**config.mk**
```make
export PLATFORM = sky130hd
export DESIGN_NAME = weighted_random_selector_unit
export DESIGN_NICKNAME = d
export VERILOG_FILES = /design/src/sv/wrs_pkg.sv /design/src/sv/wrs_div_cell.sv /design/src/sv/wrs_pick.sv /design/src/sv/weighted_random_selector_unit.sv
export SDC_FILE = /design/constraint.sdc
export NUM_CORES = 2
export LEC_CHECK = 0
export ABC_AREA = 1
export CAP_MARGIN = 0
export CORE_MARGIN = 2
export CORE_UTILIZATION = 35
export DETAILED_ROUTE_END_ITERATION = 10
export DONT_BUFFER_PORTS = 1
export SYNTH_ARGS = -nofsm -noshare
export SYNTH_HDL_FRONTEND = slang
export SYNTH_SLANG_ARGS = --single-unit
```
**constraint.sdc**
```tcl
create_clock -name clk -period 10.46 [get_ports clk]
set_input_delay 0 -clock clk [delete_from_list [all_inputs] [get_ports clk]]
set_output_delay 0 -clock clk [all_outputs]
set_load 0.02 [all_outputs]
```
**src/sv/wrs_pkg.sv**
```systemverilog
// Package for the weighted random selector.
// Widths, register map and defaults shared by all wrs modules. No dependencies.
`default_nettype none

package wrs_pkg;

  localparam int WORD_W              = 32;
  localparam int WEIGHT_W            = 16;
  localparam int COUNT_W             = 3;
  localparam int INDEX_W             = 3;
  localparam int REG_INDEX_W         = 3;
  localparam int DEFAULT_MAX_ENTRIES = 6;
  localparam int RESET_COUNT         = 6;
  localparam int RESET_WEIGHT        = 1;

  typedef enum logic [REG_INDEX_W-1:0] {
    REG_ENTRY_COUNT = 3'd0,
    REG_WEIGHT_0    = 3'd1,
    REG_WEIGHT_1    = 3'd2,
    REG_WEIGHT_2    = 3'd3,
    REG_WEIGHT_3    = 3'd4,
    REG_WEIGHT_4    = 3'd5,
    REG_WEIGHT_5    = 3'd6
  } reg_index_t;

endpackage

`default_nettype wire

```
**src/sv/wrs_div_cell.sv**
```systemverilog
// One restoring-division step of the modulo chain: shifts in one random bit.
// Depends on wrs_pkg.
`default_nettype none

module wrs_div_cell
  import wrs_pkg::*;
#(
  parameter int REM_W = 19
) (
  input  wire logic              clk,
  input  wire logic              rst,
  input  wire logic [REM_W-1:0]  total,
  input  wire logic              prev_valid,
  input  wire logic [REM_W-1:0]  prev_rem,
  input  wire logic [WORD_W-1:0] prev_dvd,
  output logic                   ready,
  output logic                   valid,
  output logic [REM_W-1:0]       rem,
  output logic [WORD_W-1:0]      dvd,
  input  wire logic              next_ready
);

  logic [REM_W:0]   trial;
  logic [REM_W-1:0] rem_next;

  assign ready = !valid || next_ready;

  always_comb begin
    trial = {prev_rem, prev_dvd[WORD_W-1]};
    if (trial >= {1'b0, total}) begin
      rem_next = REM_W'(trial - {1'b0, total});
    end else begin
      rem_next = trial[REM_W-1:0];
    end
  end

  always_ff @(posedge clk) begin
    if (rst) begin
      valid <= 1'b0;
    end else if (ready) begin
      valid <= prev_valid;
    end
  end

  always_ff @(posedge clk) begin
    if (ready && prev_valid) begin
      rem <= rem_next;
      dvd <= {prev_dvd[WORD_W-2:0], 1'b0};
    end
  end

endmodule

`default_nettype wire

```
**src/sv/wrs_pick.sv**
```systemverilog
// Output stage: compares the reduced value with the weight prefix sums.
// Holds the result beat. Depends on wrs_pkg.
`default_nettype none

module wrs_pick
  import wrs_pkg::*;
#(
  parameter int MAX_ENTRIES = DEFAULT_MAX_ENTRIES,
  parameter int REM_W       = 19
) (
  input  wire logic             clk,
  input  wire logic             rst,
  input  wire logic [REM_W-1:0] prefix [MAX_ENTRIES],
  input  wire logic [COUNT_W-1:0] active,
  input  wire logic [REM_W-1:0] total,
  input  wire logic             prev_valid,
  input  wire logic [REM_W-1:0] prev_rem,
  output logic                  ready,
  output logic                  out_valid,
  output logic [INDEX_W-1:0]    chosen_index,
  input  wire logic             out_stall
);

  logic [INDEX_W-1:0] pick;

  assign ready = !out_valid || !out_stall;

  always_comb begin
    pick = '0;
    if (total != '0) begin
      for (int i = MAX_ENTRIES - 1; i >= 0; i--) begin
        if ((COUNT_W'(i) < active) && (prev_rem < prefix[i])) begin
          pick = INDEX_W'(i);
        end
      end
    end
  end

  always_ff @(posedge clk) begin
    if (rst) begin
      out_valid <= 1'b0;
    end else if (ready) begin
      out_valid <= prev_valid;
    end
  end

  always_ff @(posedge clk) begin
    if (ready && prev_valid) begin
      chosen_index <= pick;
    end
  end

endmodule

`default_nettype wire

```
**src/sv/weighted_random_selector_unit.sv**
```systemverilog
// Weighted random selector top level: registers, prefix sums, modulo chain, pick.
// Depends on wrs_pkg, wrs_div_cell and wrs_pick.
//
//   channel  signals                        width  dir
//   in       in_valid/in_stall random_word  32     in
//   out      out_valid/out_stall chosen_index 3    out
//   config   wr_en wr_index wr_data         3/16   in
//
// One beat per cycle sustained while out_stall is low and no register write holds the input;
// 32 division cells, one per random bit, then the registered pick stage.
// Each cell advances when it is empty or its successor takes its beat, so
// bubbles close up while the output beat waits on out_stall.
// Reset clears all valid flags; entry_count resets to 6 and weights to 1.
// in_stall is also high for one cycle after reset and after each register write.
`default_nettype none

module weighted_random_selector_unit
  import wrs_pkg::*;
#(
  parameter int MAX_ENTRIES = DEFAULT_MAX_ENTRIES
) (
  input  wire logic                   clk,
  input  wire logic                   rst,
  input  wire logic                   wr_en,
  input  wire logic [REG_INDEX_W-1:0] wr_index,
  input  wire logic [WEIGHT_W-1:0]    wr_data,
  input  wire logic                   in_valid,
  output logic                        in_stall,
  input  wire logic [WORD_W-1:0]      random_word,
  output logic                        out_valid,
  input  wire logic                   out_stall,
  output logic [INDEX_W-1:0]          chosen_index
);

  localparam int REM_W     = $clog2(MAX_ENTRIES * ((1 << WEIGHT_W) - 1) + 1);
  localparam int NUM_CELLS = WORD_W;

  logic [COUNT_W-1:0]  entry_count;
  logic [WEIGHT_W-1:0] weight [MAX_ENTRIES];

  logic [COUNT_W-1:0]  active_next;
  logic [COUNT_W-1:0]  active;
  logic [REM_W-1:0]    prefix_next [MAX_ENTRIES];
  logic [REM_W-1:0]    prefix [MAX_ENTRIES];
  logic [REM_W-1:0]    total_next;
  logic [REM_W-1:0]    total;
  logic                cfg_wait;

  logic              cell_valid [NUM_CELLS+1];
  logic [REM_W-1:0]  cell_rem   [NUM_CELLS+1];
  logic [WORD_W-1:0] cell_dvd   [NUM_CELLS+1];
  logic              cell_ready [NUM_CELLS+1];

  always_ff @(posedge clk) begin
    if (rst) begin
      entry_count <= COUNT_W'(RESET_COUNT);
      for (int i = 0; i < MAX_ENTRIES; i++) begin
        weight[i] <= WEIGHT_W'(RESET_WEIGHT);
      end
    end else if (wr_en) begin
      if (wr_index == REG_ENTRY_COUNT) begin
        entry_count <= wr_data[COUNT_W-1:0];
      end
      for (int i = 0; i < MAX_ENTRIES; i++) begin
        if (wr_index == REG_INDEX_W'(REG_WEIGHT_0) + REG_INDEX_W'(i)) begin
          weight[i] <= wr_data;
        end
      end
    end
  end

  // prefix sums reload from the weight registers after a write; cfg_wait stalls input meanwhile
  always_ff @(posedge clk) begin
    if (rst) begin
      cfg_wait <= 1'b1;
    end else begin
      cfg_wait <= wr_en;
    end
  end

  always_comb begin
    active_next = (entry_count > COUNT_W'(MAX_ENTRIES)) ? COUNT_W'(MAX_ENTRIES) : entry_count;
    prefix_next[0] = REM_W'(weight[0]);
    for (int i = 1; i < MAX_ENTRIES; i++) begin
      prefix_next[i] = prefix_next[i-1] + REM_W'(weight[i]);
    end
    total_next = '0;
    for (int i = 0; i < MAX_ENTRIES; i++) begin
      if (active_next == COUNT_W'(i + 1)) begin
        total_next = prefix_next[i];
      end
    end
  end

  always_ff @(posedge clk) begin
    active <= active_next;
    prefix <= prefix_next;
    total  <= total_next;
  end

  assign cell_valid[0] = in_valid && !cfg_wait;
  assign cell_rem[0]   = '0;
  assign cell_dvd[0]   = random_word;
  assign in_stall      = !cell_ready[1] || cfg_wait;

  for (genvar g = 1; g <= NUM_CELLS; g++) begin : g_cell
    wrs_div_cell #(
      .REM_W (REM_W)
    ) u_cell (
      .clk        (clk),
      .rst        (rst),
      .total      (total),
      .prev_valid (cell_valid[g-1]),
      .prev_rem   (cell_rem[g-1]),
      .prev_dvd   (cell_dvd[g-1]),
      .ready      (cell_ready[g]),
      .valid      (cell_valid[g]),
      .rem        (cell_rem[g]),
      .dvd        (cell_dvd[g]),
      .next_ready ((g == NUM_CELLS) ? cell_ready[0] : cell_ready[(g + 1) % (NUM_CELLS + 1)])
    );
  end

  wrs_pick #(
    .MAX_ENTRIES (MAX_ENTRIES),
    .REM_W       (REM_W)
  ) u_pick (
    .clk          (clk),
    .rst          (rst),
    .prefix       (prefix),
    .active       (active),
    .total        (total),
    .prev_valid   (cell_valid[NUM_CELLS]),
    .prev_rem     (cell_rem[NUM_CELLS]),
    .ready        (cell_ready[0]),
    .out_valid    (out_valid),
    .chosen_index (chosen_index),
    .out_stall    (out_stall)
  );

`ifndef NO_ASSERTIONS
  a_reset_clears: assert property (@(posedge clk)
    rst |=> !out_valid && !cell_valid[1])
    else $error("pipeline valid after reset");

  a_index_range: assert property (@(posedge clk) disable iff (rst)
    out_valid |-> chosen_index < INDEX_W'(MAX_ENTRIES))
    else $error("chosen_index out of range");

  a_accept_lands: assert property (@(posedge clk) disable iff (rst)
    in_valid && !in_stall |=> cell_valid[1])
    else $error("accepted beat lost at first cell");

  a_drain: assert property (@(posedge clk) disable iff (rst)
    out_valid && !out_stall && !cell_valid[NUM_CELLS] |=> !out_valid)
    else $error("result beat repeated");
`endif

endmodule

`default_nettype wire
```
# Word-level counts from Yosys, hierarchy flattened
# Memory sizes are Yosys's and may differ from the RTL's.
# Index checks and enable logic that the tools add are counted.
[op_classes]
add_sub_neg = 37
n_mul = 0
div_mod_pow = 0
n_lt_le_gt_ge = 45
eq_ne = 12
shift = 0
muxes = 76
n_bitwise = 7
n_reduce_logical = 116
[ops]
columns = ["op", "n"]
rows = [
  ["19-bit 2-to-1 mux", 35],
  ["20-bit by 19-bit greater-or-equal comparator with 1-bit output", 31],
  ["19-bit subtractor", 31],
  ["16-bit 2-to-1 mux", 7],
  ["19-bit less-than comparator", 3],
  ["1-bit logical AND", 40],
  ["19-bit by 16-bit adder with 19-bit output", 2],
  ["1-bit zero test", 36],
  ["1-bit logical OR", 34],
  ["1-bit 2-to-1 mux", 28],
  ["18-bit by 16-bit adder with 19-bit output", 1],
  ["1-bit by 19-bit greater-or-equal comparator with 1-bit output", 1],
  ["19-bit by 16-bit less-than comparator with 1-bit output", 1],
  ["19-bit by 17-bit less-than comparator with 1-bit output", 1],
  ["19-bit by 18-bit less-than comparator with 1-bit output", 1],
  ["19-bit nonzero test", 1],
  ["1-bit by 19-bit subtractor with 19-bit output", 1],
  ["17-bit by 16-bit adder with 18-bit output", 1],
  ["3-bit equality test, second input constant", 6],
  ["16-bit by 16-bit adder with 17-bit output", 1],
  ["17-bit 2-to-1 mux", 1],
  ["3-bit by 2-bit equality test with 1-bit output, second input constant", 4],
  ["3-bit 2-to-1 mux", 3],
  ["3-bit by 1-bit equality test with 1-bit output, second input constant", 2],
  ["12 further kinds", 21],
]
[totals]
regBits = 1274
latchBits = 0
mem_bits_rw = 96
mem_bits_ro = 0
inputBits = 56
out_inout_bits = 5
n_memories = 1
[memory_table]
columns = ["memory", "words", "word_bits", "read_ports", "rd_ports_with_merged_regs", "write_ports", "line_no", "rtl"]
rows = [
  ["weight", 6, 16, 6, 0, 6, "weighted_random_selector_unit.sv:39", "logic [WEIGHT_W-1:0] weight [MAX_ENTRIES];"],
]

# Depth between registers and ports, before layout
[depth]
word_depth = 36
ltp_mapped = 42
mapped_depth_nobuf = 42

# Hierarchy
# Synthesis repeated with hierarchy kept, for this count alone.
[hier_totals]
hier_cells = 13236
area_unflattened_um2 = 113247.4
[by_module_without_submodules]
columns = ["mod", "n_inst", "cells_each", "area_per_inst_um2", "seq_area_each_um2"]
rows = [
  ["wrs_div_cell at g_cell[10].u_cell ...", 26, 360, 3104.2, 1521.5],
  ["wrs_div_cell at g_cell[19].u_cell ...", 5, 357, 3036.7, 1521.5],
  ["weighted_random_selector_unit", 1, 1222, 11089.4, 5565.3],
  ["wrs_pick", 1, 509, 3174.3, 110.1],
  ["wrs_div_cell at g_cell[9].u_cell", 1, 360, 3090.5, 1521.5],
]

# Worst setup path before layout
# OpenSTA, ideal clock, no wires.
[synth_path]
path_type = "register -> register"
from = "memory weight[0][0]"
to = "register prefix[18] (netlist name)"
arrival_time_ns = 5.956
t_required_ns = 10.345
setup_slack_ns = 4.389
stages_incl_launch_ff = 37
n_path_buf = 0
period_less_slack_ns = 6.071
path_cell_list = "edfxtp_1 > ha_1 > fa_1 > xor2_1 > ha_1 > nand3_1 > nand3_1 > xor2_1 > inv_1 > ha_1 > a21o_1 > a31oi_2 > inv_1 > a21oi_1 > o21bai_1 > xor2_1 > inv_1 > ha_1 > a21oi_1 > nand2_1 > xor2_1 > ha_1 > nand2_1 > nor3_1 > nand2_1 > nand2_1 > a21oi_1 > o21ai_0 > a21oi_1 > o21bai_1 > a21oi_1 > o21bai_1 > a21o_1 > a21oi_1 > nor2_1 > nand3_2 > and2_1"
[synth_lines]
columns = ["item", "line_no", "rtl"]
rows = [
  ["start: declaration", "weighted_random_selector_unit.sv:39", ""],
  ["end signal: assignment", "weighted_random_selector_unit.sv:97", "prefix <= prefix_next;"],
  ["end: declaration", "weighted_random_selector_unit.sv:44", "logic [REM_W-1:0] prefix [MAX_ENTRIES];"],
]

==> impl_metrics.env <==
export IMPL_hold_viol_final=0
export IMPL_numCtsBuffers=152
export IMPL_synthFlopType="edfxtp_1"
export IMPL_final_cell_mix="1203 x edfxtp_1, 1165 x a21oi_1, 979 x nand2_1, 907 x nor2_1, 779 x ha_1"
export IMPL_powerDensity_nw_per_um2=293
export IMPL_required_ns=11.16
export IMPL_min_path_type="input port to register"
export IMPL_period_share=0.698
export IMPL_worst_ir_drop_vdd_uv=261
export IMPL_netSwitchingPower_mw=10.7
export IMPL_tritoncts="yes"
export IMPL_p_sw_frac=0.415
export IMPL_skew_ns=0.0375
export IMPL_fin_crit_ns=7.30
export IMPL_synth_nets=8666
export IMPL_nFillCells=21300
export IMPL_die_w_um=476
export IMPL_synth_enable_flop_cells=1203
export IMPL_drv_slew=0
export IMPL_antenna_found_initial=2
export IMPL_slew_headroom=0.215
export IMPL_synth_avg_cell_area_sq_um=10.0
export IMPL_synthesis_instances=7795
export IMPL_drc=0
export IMPL_ctsHtreeMaxLevel=4
export IMPL_setup_viol=0
export IMPL_via_per_inst=5.04
export IMPL_cp_slowest_stage_delay_ns=0.52
export IMPL_top_level_ports=61
export IMPL_finalHoldWorstSlack_ns=0.0610
export IMPL_drv_cap=0
export IMPL_wl_per_cell_um=17.0
export IMPL_synth_area_top_cells="edfxtp_1 46%, ha_1 12%, a21oi_1 7.5%, nand2_1 4.7%, nor2_1 4.4%"
export IMPL_mostFrequentLayoutCell="edfxtp_1"
export IMPL_post_dp_hpwl_um=133000
export IMPL_seq_area_frac_synth=0.505
export IMPL_path_class="register to register"
export IMPL_p_clk_frac=0.214
export IMPL_rows=173
export IMPL_grt_pass1_wl_um=297000
export IMPL_initial_core_util=0.352
export IMPL_cp_end_kind="register"
export IMPL_path_max_fanout=5
export IMPL_worstSetupStartpointType="register"
export IMPL_p_seq_frac=0.272
export IMPL_ys_warn_count=0
export IMPL_clk_pin_slew_ns=0.06
export IMPL_first_global_vias=54300
export IMPL_netlist_area_sq_um=78100
export IMPL_grt_start_max_net_pins=51
export IMPL_seq_area_sq_um=39500
export IMPL_drtIter0Drc=4235
export IMPL_drive_gt1_frac=0.0567
export IMPL_worst_pin_slew_ns=1.18
export IMPL_ant_nets=0
export IMPL_clockRootBuffer="clkbuf_16"
export IMPL_synth_async_reset_ratio=0
export IMPL_setup_tns_ns=0
export IMPL_synth_cell_types=68
export IMPL_rsz0062_at_grt="no"
export IMPL_grtUsageTotal=0.163
export IMPL_design_core_area_sq_um=222000
export IMPL_cts_resized_gates=0
export IMPL_synth_seq_cells=1370
export IMPL_max_freq_mhz=137
export IMPL_die_y_um=476
export IMPL_grt_overflow_total=0
export IMPL_outcome="complete, no violations"
export IMPL_p_int_mw=15.1
export IMPL_power_frac_comb=0.514
export IMPL_crit_arrival_ns=8.00
export IMPL_areaGrowthSynthToFinish_pct=12.8
export IMPL_clock_sinks=1370
export IMPL_cp_slowest_cell="o21ai_0"
export IMPL_drtPass1Iterations=6
export IMPL_wl_um=189000
export IMPL_p_leak_nw=34.9
export IMPL_yosys_area_top_type="edfxtp_1"
export IMPL_multi_input_area_sq_um=35400
export IMPL_layout_nets=8860
export IMPL_portBuffers=0
export IMPL_synth_top_area_frac=0.462
export IMPL_gp_routability_congestion=0.864
export IMPL_clk_latency_ns=0.83
export IMPL_cts_buffer_depth=3
export IMPL_vias=55900
export IMPL_die_area_sq_um=227000
-- worst max-delay path: cells and delay by family (launching register included) --
family | cells | cell delay (ns)
adders and majority gates | 5 | 1.80
DFF | 1 | 0.40
AOI/OAI and AO/OA | 15 | 2.97
and+or+nand+nor | 9 | 0.92
buffers and inverters | 2 | 0.18
xor gates and xnor gates | 4 | 0.90
-- routing by layer --
| metal | part of all wire | global-route usage | wire length [um] | up-vias |
|---|---|---|---|---|
| met5 | 0 | 0 | 0 | - |
| met4 | 0.024 | 0.0458 | 4480 | 0 |
| met3 | 0.045 | 0.0207 | 8490 | 258 |
| met2 | 0.46 | 0.267 | 86600 | 1192 |
| li1 | - | - | - | 27900 |
| met1 | 0.47 | 0.225 | 89100 | 26600 |
-- state kept, by name, indices dropped and copies added, names as in the netlist --
| name | cells |
|---|---|
| active | 3 |
| cfg_wait | 1 |
| entry_count | 3 |
| g_cell.u_cell.dvd | 496 |
| g_cell.u_cell.rem | 608 |
| g_cell.u_cell.valid | 32 |
| prefix | 108 |
| total | 19 |
| u_pick.chosen_index | 3 |
| u_pick.out_valid | 1 |
| weight | 96 |
-- synth_stat cells, drive strengths merged (76+ instances only) --
library cell and instances:
dfxtp 167, nand2 992, inv 744, nand3 154, nor2 932, ha 779, edfxtp 1203, a21oi 1169
xor2 310, nor3 76, xnor2 230, o21ai 407
-- per-stage QoR --
step | area [sq um] | instances | power (mW) | util | worst slack [ns]
after floorplan | 78100 | 7795 | 17.0 | - | 4.39
after global placement | 82000 | 10700 | 19.9 | 0.369 | 3.46
after detailed placement | 82000 | 10700 | 20.2 | 0.369 | 3.34
after CTS | 88100 | 11100 | 25.9 | 0.397 | 3.25
after global routing | 88200 | 11100 | 27.9 | 0.397 | 2.51
final | 88200 | 11100 | 25.9 | 0.397 | 3.16
-- logic make-up after synthesis --
family                   Yosys count  synth area share
buffers and inverters            881            0.0436
adder cells (fa/ha/maj)          815             0.134
XOR/XNOR                         540            0.0605
flip-flops                      1370             0.505
multiplexers                       8           0.00115
AO/OA/AOI/OAI                   1889             0.134
AND/OR/NAND/NOR                 2292             0.122
-- final timing paths --
kind,start,cells past startpoint,slack [ns],to
hold reg to reg,g_cell[11].u_cell.dvd[18],0,0.39,g_cell[12].u_cell.dvd[19]
hold / removal,random_word[31],3,0.06,g_cell[1].u_cell.rem[0]
setup / recovery,weight[0][2],35,3.16,total[18]
setup reg to reg,weight[0][2],35,3.16,total[18]
-- final cells by class --
| class | count | share of cell area |
|---|---|---|
| sequential | 1370 | 0.448 |
| inverter | 745 | 0.0317 |
| clock inverter | 90 | 0.0133 |
| antenna | 1 | 0.0000284 |
| tap | 2975 | 0.0422 |
| clock buffer | 190 | 0.0457 |
| multi-input combinational | 5544 | 0.401 |
| timing repair buffer | 176 | 0.0180 |
-- power by group through the flow --
stage	logic, mW	clock network (mW)	registers (mW)
after detailed placement	13.1	0	7.14
after floorplan	9.97	0	7.07
after global routing	15.0	5.88	7.05
after global placement	12.8	0	7.14
after CTS	13.2	5.67	7.03
final	13.3	5.54	7.03
-- timing repair --
item	CTS	global route
endpoints found under the setup margin	0	0
hold buffers	95	0
hold endpoints to repair	258	0
setup buffers	0	0
(Power assumes the default switching activity.)
